===== config.mk =====
export PLATFORM = sky130hd
export DESIGN_NAME = calendar_date_completion_core
export DESIGN_NICKNAME = d
export VERILOG_FILES = /design/src/sv/caldc_pkg.sv /design/src/sv/caldc_year_info.sv /design/src/sv/caldc_yday_derive.sv /design/src/sv/caldc_month_derive.sv /design/src/sv/caldc_finish.sv /design/src/sv/calendar_date_completion_core.sv
export SDC_FILE = /design/constraint.sdc
export NUM_CORES = 1
export LEC_CHECK = 0
export ABC_AREA = 0
export BUFFER_PORTS_ARGS = -buffer_cell sky130_fd_sc_hd__buf_2
export CAP_MARGIN = 0
export CORE_MARGIN = 5
export CORE_UTILIZATION = 50
export CTS_CLUSTER_SIZE = 40
export DETAILED_ROUTE_END_ITERATION = 10
export PLACE_DENSITY = 0.68
export SLEW_MARGIN = 20
export SYNTH_ARGS = -nofsm -noshare
export SYNTH_HDL_FRONTEND = slang
export SYNTH_HIERARCHICAL = 1
export SYNTH_SLANG_ARGS = --single-unit

===== constraint.sdc =====
create_clock -name clk -period 11.5 [get_ports clk]
set_input_delay 2.3 -clock clk [delete_from_list [all_inputs] [get_ports clk]]
set_output_delay 2.3 -clock clk [all_outputs]
set_load 0.02 [all_outputs]

===== src/sv/caldc_pkg.sv =====
// Shared types, constants and calendar helper functions for the date completion core.
`default_nettype none

package caldc_pkg;

	localparam int unsigned YearW  = 14;
	localparam int unsigned MonthW = 4;
	localparam int unsigned MdayW  = 5;
	localparam int unsigned YdayW  = 9;
	localparam int unsigned WdayW  = 3;
	localparam int unsigned WsW    = 2;
	localparam int unsigned WeekW  = 6;
	localparam int unsigned KnownW = 5;

	localparam logic [MonthW-1:0] LastMonth  = 4'd11;
	localparam logic [WsW-1:0]    WsNone     = 2'd0;
	localparam logic [WsW-1:0]    WsSunday   = 2'd1;
	localparam logic [WsW-1:0]    WsMonday   = 2'd2;
	localparam logic [YdayW-1:0]  DaysCommon = 9'd365;

	localparam int unsigned KYear  = 0;
	localparam int unsigned KMonth = 1;
	localparam int unsigned KMday  = 2;
	localparam int unsigned KYday  = 3;
	localparam int unsigned KWday  = 4;

	typedef struct packed {
		logic [YearW-1:0]  year;
		logic              year_known;
		logic [MonthW-1:0] month;
		logic              month_known;
		logic [MdayW-1:0]  mday;
		logic              mday_known;
		logic [YdayW-1:0]  yday;
		logic              yday_known;
		logic [WdayW-1:0]  wday;
		logic              wday_known;
		logic [WsW-1:0]    week_start;
		logic [WeekW-1:0]  week_number;
	} item_t;

	// Calendar facts for the given year and for the year after it.
	typedef struct packed {
		logic             leap0;
		logic             leap1;
		logic [WdayW-1:0] jan0;
		logic [WdayW-1:0] jan1;
	} year_info_t;

	typedef struct packed {
		logic [YearW:0]     year;
		logic [MonthW-1:0]  month;
		logic [MdayW-1:0]   mday;
		logic [YdayW-1:0]   yday;
		logic [WdayW-1:0]   wday;
		logic [KnownW-1:0]  known;
		logic               err;
	} date_t;

	// First day of year of a month; index twelve is the length of the year.
	function automatic logic [YdayW-1:0] month_start(input logic leap,
			input logic [MonthW-1:0] idx);
		logic [YdayW-1:0] base;
		logic             extra;
		case (idx)
			4'd0:    base = 9'd0;
			4'd1:    base = 9'd31;
			4'd2:    base = 9'd59;
			4'd3:    base = 9'd90;
			4'd4:    base = 9'd120;
			4'd5:    base = 9'd151;
			4'd6:    base = 9'd181;
			4'd7:    base = 9'd212;
			4'd8:    base = 9'd243;
			4'd9:    base = 9'd273;
			4'd10:   base = 9'd304;
			4'd11:   base = 9'd334;
			4'd12:   base = 9'd365;
			default: base = 9'd0;
		endcase
		extra = leap && (idx >= 4'd2) && (idx <= 4'd12);
		return base + {8'd0, extra};
	endfunction

	// Remainder by seven through a reciprocal multiply, exact for inputs below 685.
	function automatic logic [WdayW-1:0] mod7(input logic [9:0] x);
		logic [18:0] p;
		logic [7:0]  q;
		logic [10:0] q7;
		logic [10:0] r;
		p  = 19'(x) * 19'(293);
		q  = p[18:11];
		q7 = {q, 3'b000} - {3'b000, q};
		r  = {1'b0, x} - q7;
		return r[WdayW-1:0];
	endfunction

endpackage

`default_nettype wire


===== src/sv/caldc_year_info.sv =====
// Two pipeline stages that find leap flags and January first weekdays of a year and its successor.
`default_nettype none

module caldc_year_info (
	input  wire logic                   clk,
	input  wire logic                   en_s1,
	input  wire logic                   en_s2,
	input  wire caldc_pkg::item_t       item,
	output caldc_pkg::item_t            item_s2,
	output caldc_pkg::year_info_t       info_s2
);

	caldc_pkg::item_t item_s1;
	logic [7:0]       q0_s1;
	logic [7:0]       q1_s1;
	logic [14:0]      y1_s1;

	logic [14:0] y1;
	logic [27:0] p0;
	logic [27:0] p1;

	function automatic logic leap_of(input logic [1:0] ylow, input logic [6:0] r,
			input logic [1:0] c);
		return ((ylow == 2'd0) && (r != 7'd0)) || ((r == 7'd0) && (c == 2'd0));
	endfunction

	function automatic logic [2:0] jan1_of(input logic [6:0] r, input logic [1:0] c,
			input logic leap);
		logic [9:0] s;
		s = {6'd0, 3'd3 - {1'b0, c}, 1'b0} + {3'd0, r} + {5'd0, r[6:2]}
			+ (leap ? 10'd6 : 10'd0) + 10'd1;
		return caldc_pkg::mod7(s);
	endfunction

	assign y1 = {1'b0, item.year} + 15'd1;
	assign p0 = 28'(item.year) * 28'(5243);
	assign p1 = 28'(y1) * 28'(5243);

	always_ff @(posedge clk) begin
		if (en_s1) begin
			item_s1 <= item;
			q0_s1   <= p0[26:19];
			q1_s1   <= p1[26:19];
			y1_s1   <= y1;
		end
	end

	logic [14:0] r0;
	logic [14:0] r1;
	logic        leap0;
	logic        leap1;

	always_comb begin
		r0    = {1'b0, item_s1.year} - 15'(q0_s1) * 15'(100);
		r1    = y1_s1 - 15'(q1_s1) * 15'(100);
		leap0 = leap_of(item_s1.year[1:0], r0[6:0], q0_s1[1:0]);
		leap1 = leap_of(y1_s1[1:0], r1[6:0], q1_s1[1:0]);
	end

	always_ff @(posedge clk) begin
		if (en_s2) begin
			item_s2       <= item_s1;
			info_s2.leap0 <= leap0;
			info_s2.leap1 <= leap1;
			info_s2.jan0  <= jan1_of(r0[6:0], q0_s1[1:0], leap0);
			info_s2.jan1  <= jan1_of(r1[6:0], q1_s1[1:0], leap1);
		end
	end

endmodule

`default_nettype wire


===== src/sv/caldc_yday_derive.sv =====
// Pipeline stage that derives the day of year from month and day or from week position.
`default_nettype none

module caldc_yday_derive (
	input  wire logic                   clk,
	input  wire logic                   en,
	input  wire caldc_pkg::item_t       item,
	input  wire caldc_pkg::year_info_t  info,
	output caldc_pkg::date_t            date_s3,
	output caldc_pkg::year_info_t       info_s3
);

	caldc_pkg::date_t d;
	logic [9:0]       e;
	logic [8:0]       next_start;
	logic             ds;
	logic [3:0]       ta;
	logic [2:0]       a;
	logic [2:0]       b;
	logic [10:0]      s;

	always_comb begin
		d.year   = {1'b0, item.year};
		d.month  = item.month;
		d.mday   = item.mday;
		d.yday   = item.yday;
		d.wday   = item.wday;
		d.known  = {item.wday_known, item.yday_known, item.mday_known,
			item.month_known, item.year_known};
		d.err    = 1'b0;
		e          = 10'(caldc_pkg::month_start(info.leap0, item.month))
			+ 10'(item.mday) - 10'd1;
		next_start = caldc_pkg::month_start(info.leap0, 4'(item.month + 4'd1));
		ds = (item.week_start == caldc_pkg::WsMonday);
		ta = 4'd7 - {1'b0, info.jan0} + {3'd0, ds};
		a  = (ta >= 4'd7) ? 3'(ta - 4'd7) : ta[2:0];
		b  = 3'd0;
		s  = 11'd0;
		if (item.year_known && !item.yday_known) begin
			if (item.month_known && item.mday_known) begin
				if ((item.month > caldc_pkg::LastMonth) || (item.mday == 5'd0)
						|| (e >= {1'b0, next_start})) begin
					d.err = 1'b1;
				end else begin
					d.yday              = e[8:0];
					d.known[caldc_pkg::KYday] = 1'b1;
				end
			end else if ((item.week_start == caldc_pkg::WsSunday)
					|| (item.week_start == caldc_pkg::WsMonday)) begin
				if (!item.wday_known) begin
					d.wday                    = {2'b00, ds};
					d.known[caldc_pkg::KWday] = 1'b1;
				end
				b = caldc_pkg::mod7(10'(d.wday) + 10'd7 - 10'(ds));
				s = 11'(a) + 11'(item.week_number) * 11'd7 + 11'(b);
				if (s < 11'd7) begin
					d.err = 1'b1;
				end else begin
					d.yday                    = 9'(s - 11'd7);
					d.known[caldc_pkg::KYday] = 1'b1;
				end
			end
		end
	end

	always_ff @(posedge clk) begin
		if (en) begin
			date_s3 <= d;
			info_s3 <= info;
		end
	end

endmodule

`default_nettype wire


===== src/sv/caldc_month_derive.sv =====
// Pipeline stage that wraps the day of year into the next year and derives the month.
`default_nettype none

module caldc_month_derive (
	input  wire logic                   clk,
	input  wire logic                   en,
	input  wire caldc_pkg::date_t       date,
	input  wire caldc_pkg::year_info_t  info,
	output caldc_pkg::date_t            date_s4,
	output logic                        leap_s4,
	output logic [2:0]                  jan_s4
);

	caldc_pkg::date_t d;
	logic             leap;
	logic [2:0]       jan;
	logic [8:0]       len0;
	logic [8:0]       len;
	logic [3:0]       cnt;

	always_comb begin
		d    = date;
		leap = info.leap0;
		jan  = info.jan0;
		len0 = caldc_pkg::DaysCommon + {8'd0, info.leap0};
		len  = len0;
		cnt  = 4'd0;
		if (!date.err && date.known[caldc_pkg::KYear] && date.known[caldc_pkg::KYday]
				&& !date.known[caldc_pkg::KMonth]) begin
			if (date.yday >= len0) begin
				d.yday = date.yday - len0;
				d.year = date.year + 15'd1;
				leap   = info.leap1;
				jan    = info.jan1;
				len    = caldc_pkg::DaysCommon + {8'd0, info.leap1};
			end
			if (d.yday >= len) begin
				d.err = 1'b1;
			end else begin
				for (int i = 1; i <= 11; i++) begin
					if (d.yday >= caldc_pkg::month_start(leap, 4'(i))) begin
						cnt = cnt + 4'd1;
					end
				end
				d.month                    = cnt;
				d.known[caldc_pkg::KMonth] = 1'b1;
			end
		end
	end

	always_ff @(posedge clk) begin
		if (en) begin
			date_s4 <= d;
			leap_s4 <= leap;
			jan_s4  <= jan;
		end
	end

endmodule

`default_nettype wire


===== src/sv/caldc_finish.sv =====
// Output stage that derives day of month and weekday and applies the error result.
`default_nettype none

module caldc_finish (
	input  wire logic                   clk,
	input  wire logic                   en,
	input  wire caldc_pkg::date_t       date,
	input  wire logic                   leap,
	input  wire logic [2:0]             jan,
	output caldc_pkg::date_t            date_s5
);

	caldc_pkg::date_t d;
	logic             active;
	logic [8:0]       start;
	logic [8:0]       next_start;

	always_comb begin
		d          = date;
		active     = !date.err && date.known[caldc_pkg::KYear]
			&& date.known[caldc_pkg::KYday];
		start      = caldc_pkg::month_start(leap, date.month);
		next_start = caldc_pkg::month_start(leap, 4'(date.month + 4'd1));
		if (active && !date.known[caldc_pkg::KMday]) begin
			if ((date.month > caldc_pkg::LastMonth) || (date.yday < start)
					|| (date.yday >= next_start)) begin
				d.err = 1'b1;
			end else begin
				d.mday                    = 5'(date.yday - start + 9'd1);
				d.known[caldc_pkg::KMday] = 1'b1;
			end
		end
		if (active && !d.err && !date.known[caldc_pkg::KWday]) begin
			d.wday                    = caldc_pkg::mod7(10'(jan) + 10'(date.yday));
			d.known[caldc_pkg::KWday] = 1'b1;
		end
		if (d.err) begin
			d.mday                    = 5'd0;
			d.yday                    = 9'd0;
			d.known[caldc_pkg::KMday] = 1'b0;
			d.known[caldc_pkg::KYday] = 1'b0;
		end
	end

	always_ff @(posedge clk) begin
		if (en) begin
			date_s5 <= d;
		end
	end

endmodule

`default_nettype wire


===== src/sv/calendar_date_completion_core.sv =====
// Top level of the date completion core: handshake control and the five-stage pipeline.
// Usage:
// The item channel (item_valid, item_ready) takes one partly known Gregorian date per
// transaction: each field with its known flag, plus an optional week number with a
// Sunday or Monday week start. The result channel (result_valid, result_ready) returns
// one completed date per transaction, with a known mask and a range error flag.
// The five register stages (divide by 100, leap and weekday of January first, day of
// year, year wrap and month, then day of month and weekday into the output register)
// load in that order, the first at the accepting edge; result_valid follows the fifth.
// Throughput is one transaction per cycle while result_ready is high.
// When the receiver stalls, the output stage holds its transaction and the stages
// behind it keep filling bubbles, so item_ready drops only once every stage is full.
// Reset clears all stage valid bits; no item is lost or repeated across a stall.
`default_nettype none

module calendar_date_completion_core (
	input  wire logic        clk,
	input  wire logic        arst_n,
	input  wire logic        item_valid,
	output logic             item_ready,
	input  wire logic [13:0] year,
	input  wire logic        year_known,
	input  wire logic [3:0]  month,
	input  wire logic        month_known,
	input  wire logic [4:0]  mday,
	input  wire logic        mday_known,
	input  wire logic [8:0]  yday,
	input  wire logic        yday_known,
	input  wire logic [2:0]  wday,
	input  wire logic        wday_known,
	input  wire logic [1:0]  week_start,
	input  wire logic [5:0]  week_number,
	output logic             result_valid,
	input  wire logic        result_ready,
	output logic [13:0]      out_year,
	output logic [3:0]       out_month,
	output logic [4:0]       out_mday,
	output logic [8:0]       out_yday,
	output logic [2:0]       out_wday,
	output logic [4:0]       known_mask,
	output logic             range_error
);

	caldc_pkg::item_t      item;
	caldc_pkg::item_t      item_s2;
	caldc_pkg::year_info_t info_s2;
	caldc_pkg::year_info_t info_s3;
	caldc_pkg::date_t      date_s3;
	caldc_pkg::date_t      date_s4;
	caldc_pkg::date_t      date_s5;
	logic                  leap_s4;
	logic [2:0]            jan_s4;

	logic [5:1] valid_q;
	logic [5:1] adv;

	assign item = '{year: year, year_known: year_known, month: month,
		month_known: month_known, mday: mday, mday_known: mday_known, yday: yday,
		yday_known: yday_known, wday: wday, wday_known: wday_known,
		week_start: week_start, week_number: week_number};

	always_comb begin
		adv[5] = !valid_q[5] || result_ready;
		for (int k = 4; k >= 1; k--) begin
			adv[k] = !valid_q[k] || adv[k+1];
		end
	end

	assign item_ready = adv[1];

	always_ff @(posedge clk or negedge arst_n) begin
		if (!arst_n) begin
			valid_q <= '0;
		end else begin
			if (adv[1]) begin
				valid_q[1] <= item_valid;
			end
			for (int k = 2; k <= 5; k++) begin
				if (adv[k]) begin
					valid_q[k] <= valid_q[k-1];
				end
			end
		end
	end

	caldc_year_info u_year_info (
		.clk     (clk),
		.en_s1   (adv[1]),
		.en_s2   (adv[2]),
		.item    (item),
		.item_s2 (item_s2),
		.info_s2 (info_s2)
	);

	caldc_yday_derive u_yday (
		.clk     (clk),
		.en      (adv[3]),
		.item    (item_s2),
		.info    (info_s2),
		.date_s3 (date_s3),
		.info_s3 (info_s3)
	);

	caldc_month_derive u_month (
		.clk     (clk),
		.en      (adv[4]),
		.date    (date_s3),
		.info    (info_s3),
		.date_s4 (date_s4),
		.leap_s4 (leap_s4),
		.jan_s4  (jan_s4)
	);

	caldc_finish u_finish (
		.clk     (clk),
		.en      (adv[5]),
		.date    (date_s4),
		.leap    (leap_s4),
		.jan     (jan_s4),
		.date_s5 (date_s5)
	);

	assign result_valid = valid_q[5];
	assign out_year     = date_s5.year[13:0];
	assign out_month    = date_s5.month;
	assign out_mday     = date_s5.mday;
	assign out_yday     = date_s5.yday;
	assign out_wday     = date_s5.wday;
	assign known_mask   = date_s5.known;
	assign range_error  = date_s5.err;

endmodule

`default_nettype wire

==> metrics.yaml, run 1 <==
hold_path:
  whs_path_depth: 0
  min_path_type: "flop to flop"
synth:
  syn_nets: 3056
  ys.warnings.count: 6
  avgSynthCellArea_um2: 10.9
  syn_inst: 2379
  synth_area_um2: 25900
timing:
  rsz0062_at_grt: "false"
  setup_tns_ns: 0
  finClkSkew_ns: 0.0204
  fmax_mhz: 115
  slew_violations: 0
  finalWorstPathRequiredPeriod_ns: 8.70
  period_share_pct: 75.7
  worst_pin_slew_ns: 1.06
  hold_viol: 0
  setup_viol: 0
  slew-limit-headroom_pct: 28.9
routing:
  wl_um: 57600
  dr.pass1.iters: 5
  drc: 0
  route.vias.total: 17600
  avgViaCountPerCell: 5.52
  wl_per_cell_um: 18.1
  drt_iter0_drc: 877
  antenna_left: 0
clock_network:
  clock-sinks: 261
  cts_made_buffers: 30
  root_buffer: "clkbuf_16"
  cts_resized: 0
  htree_levels: 1
  clk_latency_ns: 0.57
  postCtsHoldBufs: 0
  clk_pin_slew_ns: 0.07
  clock_path_buffers: 3
  cts_setup_buffers: 0
  cts_tree: "yes"
final_layout:
  final_nets: 3151
  register_area_um2: 7810
  fillCellCount: 4465
  utilization_pct: 54.9
  multi_input_area_um2: 16300
  syn_to_final_growth_pct: 8.66
  layout-drive-gt1-share_pct: 9.57
  finalNonFillerCells: 3178
die:
  die_x_um: 238
  pin_count: 95
  core-area_um2: 51300
  start_util_pct: 50.5
  die_h_um: 238
  die-area_um2: 56400
  rows: 83
critical_path:
  r2r_cells: 38
  crit_top_cell: "ha_1"
  worstPathMaxFanout: 7
  end_kind: "flop"
  crit_type: "flop to flop"
  cp-start-kind: "flop"
  slowest_stage: "o311ai_0"
  slowest_delay_ns: 0.52
  worstPathArrival_ns: 9.02
  crit_required_ns: 11.82
placed_design:
  dp_cells: 3122
  gp_congestion: 0.945
  portBuffers: 94
  dp_hpwl_um: 47000
global_route:
  grt_pass1_wl_um: 94900
  overflow: 0
  grt_usage_pct: 20.6
  grt_max_degree: 64
  antenna_found_initial: 2
  grt_pass1_vias: 18500
outcome:
  status: "finished clean"
job:
  maxCapViolCount: 0
==> area by class of cell <==
class	count	share of cell area [%]
Timing Repair Buffer	107	2.02
Tap cell	680	3.02
Antenna cell	1	0.00889
Clock inverter	23	0.965
Multi-Input combinational cell	1659	58.0
Clock buffer	32	2.69
Sequential cell	261	27.8
Inverter	415	5.54
==> cells in the final DEF (no fill, tap or decap), drive strengths merged, types with 8 or more instances in the layout <==
cell type,count
a21o,34
o211ai,16
edfxtp,256
a211o,10
nand3,28
xor2,51
nand3b,10
o21ai,58
nor3,35
nor2b,13
and3,18
nand2,124
fa,178
xnor2,132
a21oi,81
buf,107
a211oi,14
nand4,20
nand2b,34
a221o,9
a31oi,16
or2,9
mux2,10
inv,415
and2,29
o22ai,8
clkbuf,32
mux2i,18
o21a,19
ha,447
clkinv,14
nor2,89
==> state kept, by name (all words and copies together) (netlist names) <==
signal and flops:
u_finish/date_s5 41, u_month/date_s4 41, u_month/jan_s4 3, u_month/leap_s4 1
u_yday/date_s3 41, u_yday/info_s3 8, u_year_info/info_s2 8, u_year_info/item_s1 48
u_year_info/item_s2 48, u_year_info/q0_s1 5, u_year_info/q1_s1 5, u_year_info/y1_s1 7
valid_q 5
==> through the flow <==
stage          setup slack (ns)  instance area [um^2]  hold slack (ns)
4_1_cts                    2.82                 28100            0.416
6_report                   2.80                 28100            0.412
3_5_place_dp               2.89                 27100            0.405
3_3_place_gp               3.03                 27100            0.401
5_1_grt                    2.20                 28100            0.419
2_1_floorplan              3.37                 25900            0.400
==> critical path, delay by kind of cell, from the launching register on <==
family                   cells  cell delay (ns)
multiplexers                 3             0.81
flip-flops                   1             0.42
AND/OR/NAND/NOR             11             1.35
XOR/XNOR                     6             0.89
AO/OA/AOI/OAI                8             2.41
adder cells (fa/ha/maj)      7             2.18
buffers and inverters        3             0.39
==> per-layer routing <==
metal  wire length [um]  part of all wire (%)  GRT usage (%)
met1              23000                    40           24.5
met2              29700                    52           37.8
met3               2600                   4.5           2.95
met4               2280                   4.0           7.50
met5                 18                 0.031              0
==> final timing paths <==
path                                         from             endpoint  slack [ns]
worst max-delay path            u_yday/info_s3[7]  u_month/date_s4[26]        2.80
worst min-delay path            u_yday/date_s3[6]   u_month/date_s4[6]        0.41
worst max register to register  u_yday/info_s3[7]  u_month/date_s4[26]        2.80
worst min register to register  u_yday/date_s3[6]   u_month/date_s4[6]        0.41
max in group asynchronous                  arst_n           valid_q[5]        9.83
min in group asynchronous                  arst_n           valid_q[1]        1.54
Power of run 1 is left out: the tool's default activity adds up to more than one toggle a clock period on the data nets, which glitch-free logic cannot reach.
==> inputs of run 2 (changes only) <==
--- a/config.mk
+++ b/config.mk
@@ -12,7 +12,7 @@
 export CORE_UTILIZATION = 50
 export CTS_CLUSTER_SIZE = 40
 export DETAILED_ROUTE_END_ITERATION = 10
-export PLACE_DENSITY = 0.68
+export PLACE_DENSITY = 0.7
 export SLEW_MARGIN = 20
 export SYNTH_ARGS = -nofsm -noshare
 export SYNTH_HDL_FRONTEND = slang
==> constraint.sdc (replaced) <==
create_clock -name clk -period 7.6 [get_ports clk]
set_input_delay 1.52 -clock clk [delete_from_list [all_inputs] [get_ports clk]]
set_output_delay 1.52 -clock clk [all_outputs]
set_load 0.02 [all_outputs]
==> metrics.yaml, run 2 (synthesis gave the netlist of run 1 again) <==
outcome:
  status: "complete, but fails checks"
  violations: "setup timing"
global_route:
  antenna_found_initial: 0  # -2
  grt_pass1_wl_um: 94400  # -0.57%
  grt_max_degree: 66  # +3.1%
  overflow: 0  # unchanged
  grt_usage_pct: 20.4  # -0.14 points
  grt_pass1_vias: 18600  # +0.47%
die:
  die_h_um: 238  # unchanged
  die-area_um2: 56400  # unchanged
  pin_count: 95  # unchanged
  die_x_um: 238  # unchanged
  core-area_um2: 51300  # unchanged
  start_util_pct: 50.5  # unchanged
  rows: 83  # unchanged
placed_design:
  dp_hpwl_um: 47400  # +0.74%
  gp_congestion: 0.941  # -0.37%
  portBuffers: 94  # unchanged
final_layout:
  final_nets: 3239  # +2.8%
  utilization_pct: 56.8  # +1.9 points
  layout.cells.most_common_list: "ha_1, inv_1, edfxtp_1"
  reg_top3: "u_year_info/item_s1 x48, u_year_info/item_s2 x48"
  mostFrequentLayoutCell: "ha_1"
  layout-drive-gt1-share_pct: 15.4  # +5.8 points
  syn_to_final_growth_pct: 12.5
  antennaDiodeCount: 0  # -1
job:
  maxCapViolCount: 0  # unchanged
routing:
  wl_um: 58400  # +1.3%
  route.vias.total: 17800  # +1.6%
  drt_iter0_drc: 987  # +13%
  dr.pass1.iters: 5  # unchanged
  drc: 0  # unchanged
  avgViaCountPerCell: 5.47  # -1.0%
  antenna_left: 0  # unchanged
  wl_per_cell_um: 17.9  # -1.3%
clock_network:
  clock_path_buffers: 3  # unchanged
  postCtsHoldBufs: 0  # unchanged
  root_buffer: "clkbuf_16"
  clk_latency_ns: 0.59  # +0.02 ns
  cts_made_buffers: 29  # -3.3%
  clock-sinks: 261  # unchanged
  clk_pin_slew_ns: 0.06  # about the same
  htree_levels: 1  # unchanged
  cts_tree: "yes"
timing:
  slew-limit-headroom_pct: 31.1  # +2.2 points
  period_share_pct: 104  # +29 points
  rsz0062_at_grt: "true"
  slew_violations: 0  # unchanged
  setup_viol: 1  # +1
  timing.final.ws_setup_ns: -0.319  # -3.12 ns
  worst_pin_slew_ns: 1.03  # -0.0324 ns
  setup_tns_ns: -0.319  # -0.319 ns
  fmax_mhz: 126  # +9.9%
  hold_viol: 0  # unchanged
  finClkSkew_ns: 0.0289  # +0.00844 ns
  finalWorstPathRequiredPeriod_ns: 7.92  # -0.783 ns
critical_path:
  worstPathMaxFanout: 3  # -4
  slowest_delay_ns: 0.56  # +0.04 ns
  slowest_stage: "fa_2"
  cp-start-kind: "flop"
  critPathTopFamily: "adder cells"
  worstPathArrival_ns: 8.24  # -0.78 ns
  end_kind: "flop"
  cp.buffers_inverters: 5  # +2
  crit_type: "flop to flop"
  crit_required_ns: 7.92  # -3.90 ns
hold_path:
  min_path_type: "flop to flop"
run 2: cell count changes in the layout (fill, tap and decap cells not counted), moves of 9 or more:
cell / before / now
a21oi_1: 77 / 68
inv_2: 3 / 13
ha_1: 447 / 430
ha_4: 0 / 10
a21oi_2: 3 / 12
fa_2: 0 / 9
buf_4: 13 / 102
fa_1: 178 / 169
inv_1: 410 / 399
run 2: what timing repair did:
item                                    4_1_cts  5_1_grt
endpoints found under the setup margin        4       16
pin swaps                                    19       54
buffers inserted                              4       16
gates resized for setup                      10       69
run 2: routing by layer:
layer | track usage [%] | vias to the layer above | part of all wire, %
met1 | 25.1 | 8720 | 41
li1 | - | 8628 | -
met4 | 6.49 | 0 | 3.3
met2 | 37.4 | 371 | 52
met3 | 2.56 | 118 | 4.2
met5 | 0 | - | 0
run 2: path summary, 6_finish.rpt:
check                                        startpoint                endpoint  slack, ns  cells past startpoint
max in group asynchronous                        arst_n              valid_q[2]       6.71                      1
min in group asynchronous                        arst_n              valid_q[5]       0.76                      1
worst max register to register  u_year_info/item_s1[36]  u_year_info/info_s2[5]      -0.32                     35
worst max-delay path            u_year_info/item_s1[36]  u_year_info/info_s2[5]      -0.32                     35
worst min register to register  u_year_info/item_s2[45]      u_yday/date_s3[38]       0.42                      0
worst min-delay path            u_year_info/item_s2[45]      u_yday/date_s3[38]       0.42                      0
run 2: area by class of cell:
class	count	area, um^2
Multi-Input combinational cell	1659	16800
Tap cell	680	851
Sequential cell	261	7810
Clock inverter	16	155
Inverter	415	1560
Timing Repair Buffer	196	1240
Clock buffer	36	752
Fill cell	4297	22200
run 2: stage by stage:
stage | hold WS [ns] | setup WS, ns | instance area, um^2 | instances
3_3_place_gp | 0.400 | -0.0783 | 27700 | 3191
4_1_cts | 0.417 | -0.329 | 28700 | 3247
2_1_floorplan | 0.400 | -0.0270 | 26000 | 2379
3_5_place_dp | 0.405 | -0.358 | 27700 | 3191
5_1_grt | 0.423 | -0.654 | 29100 | 3263
6_report | 0.416 | -0.319 | 29100 | 3263
Power of run 2 is left out for the same reason.
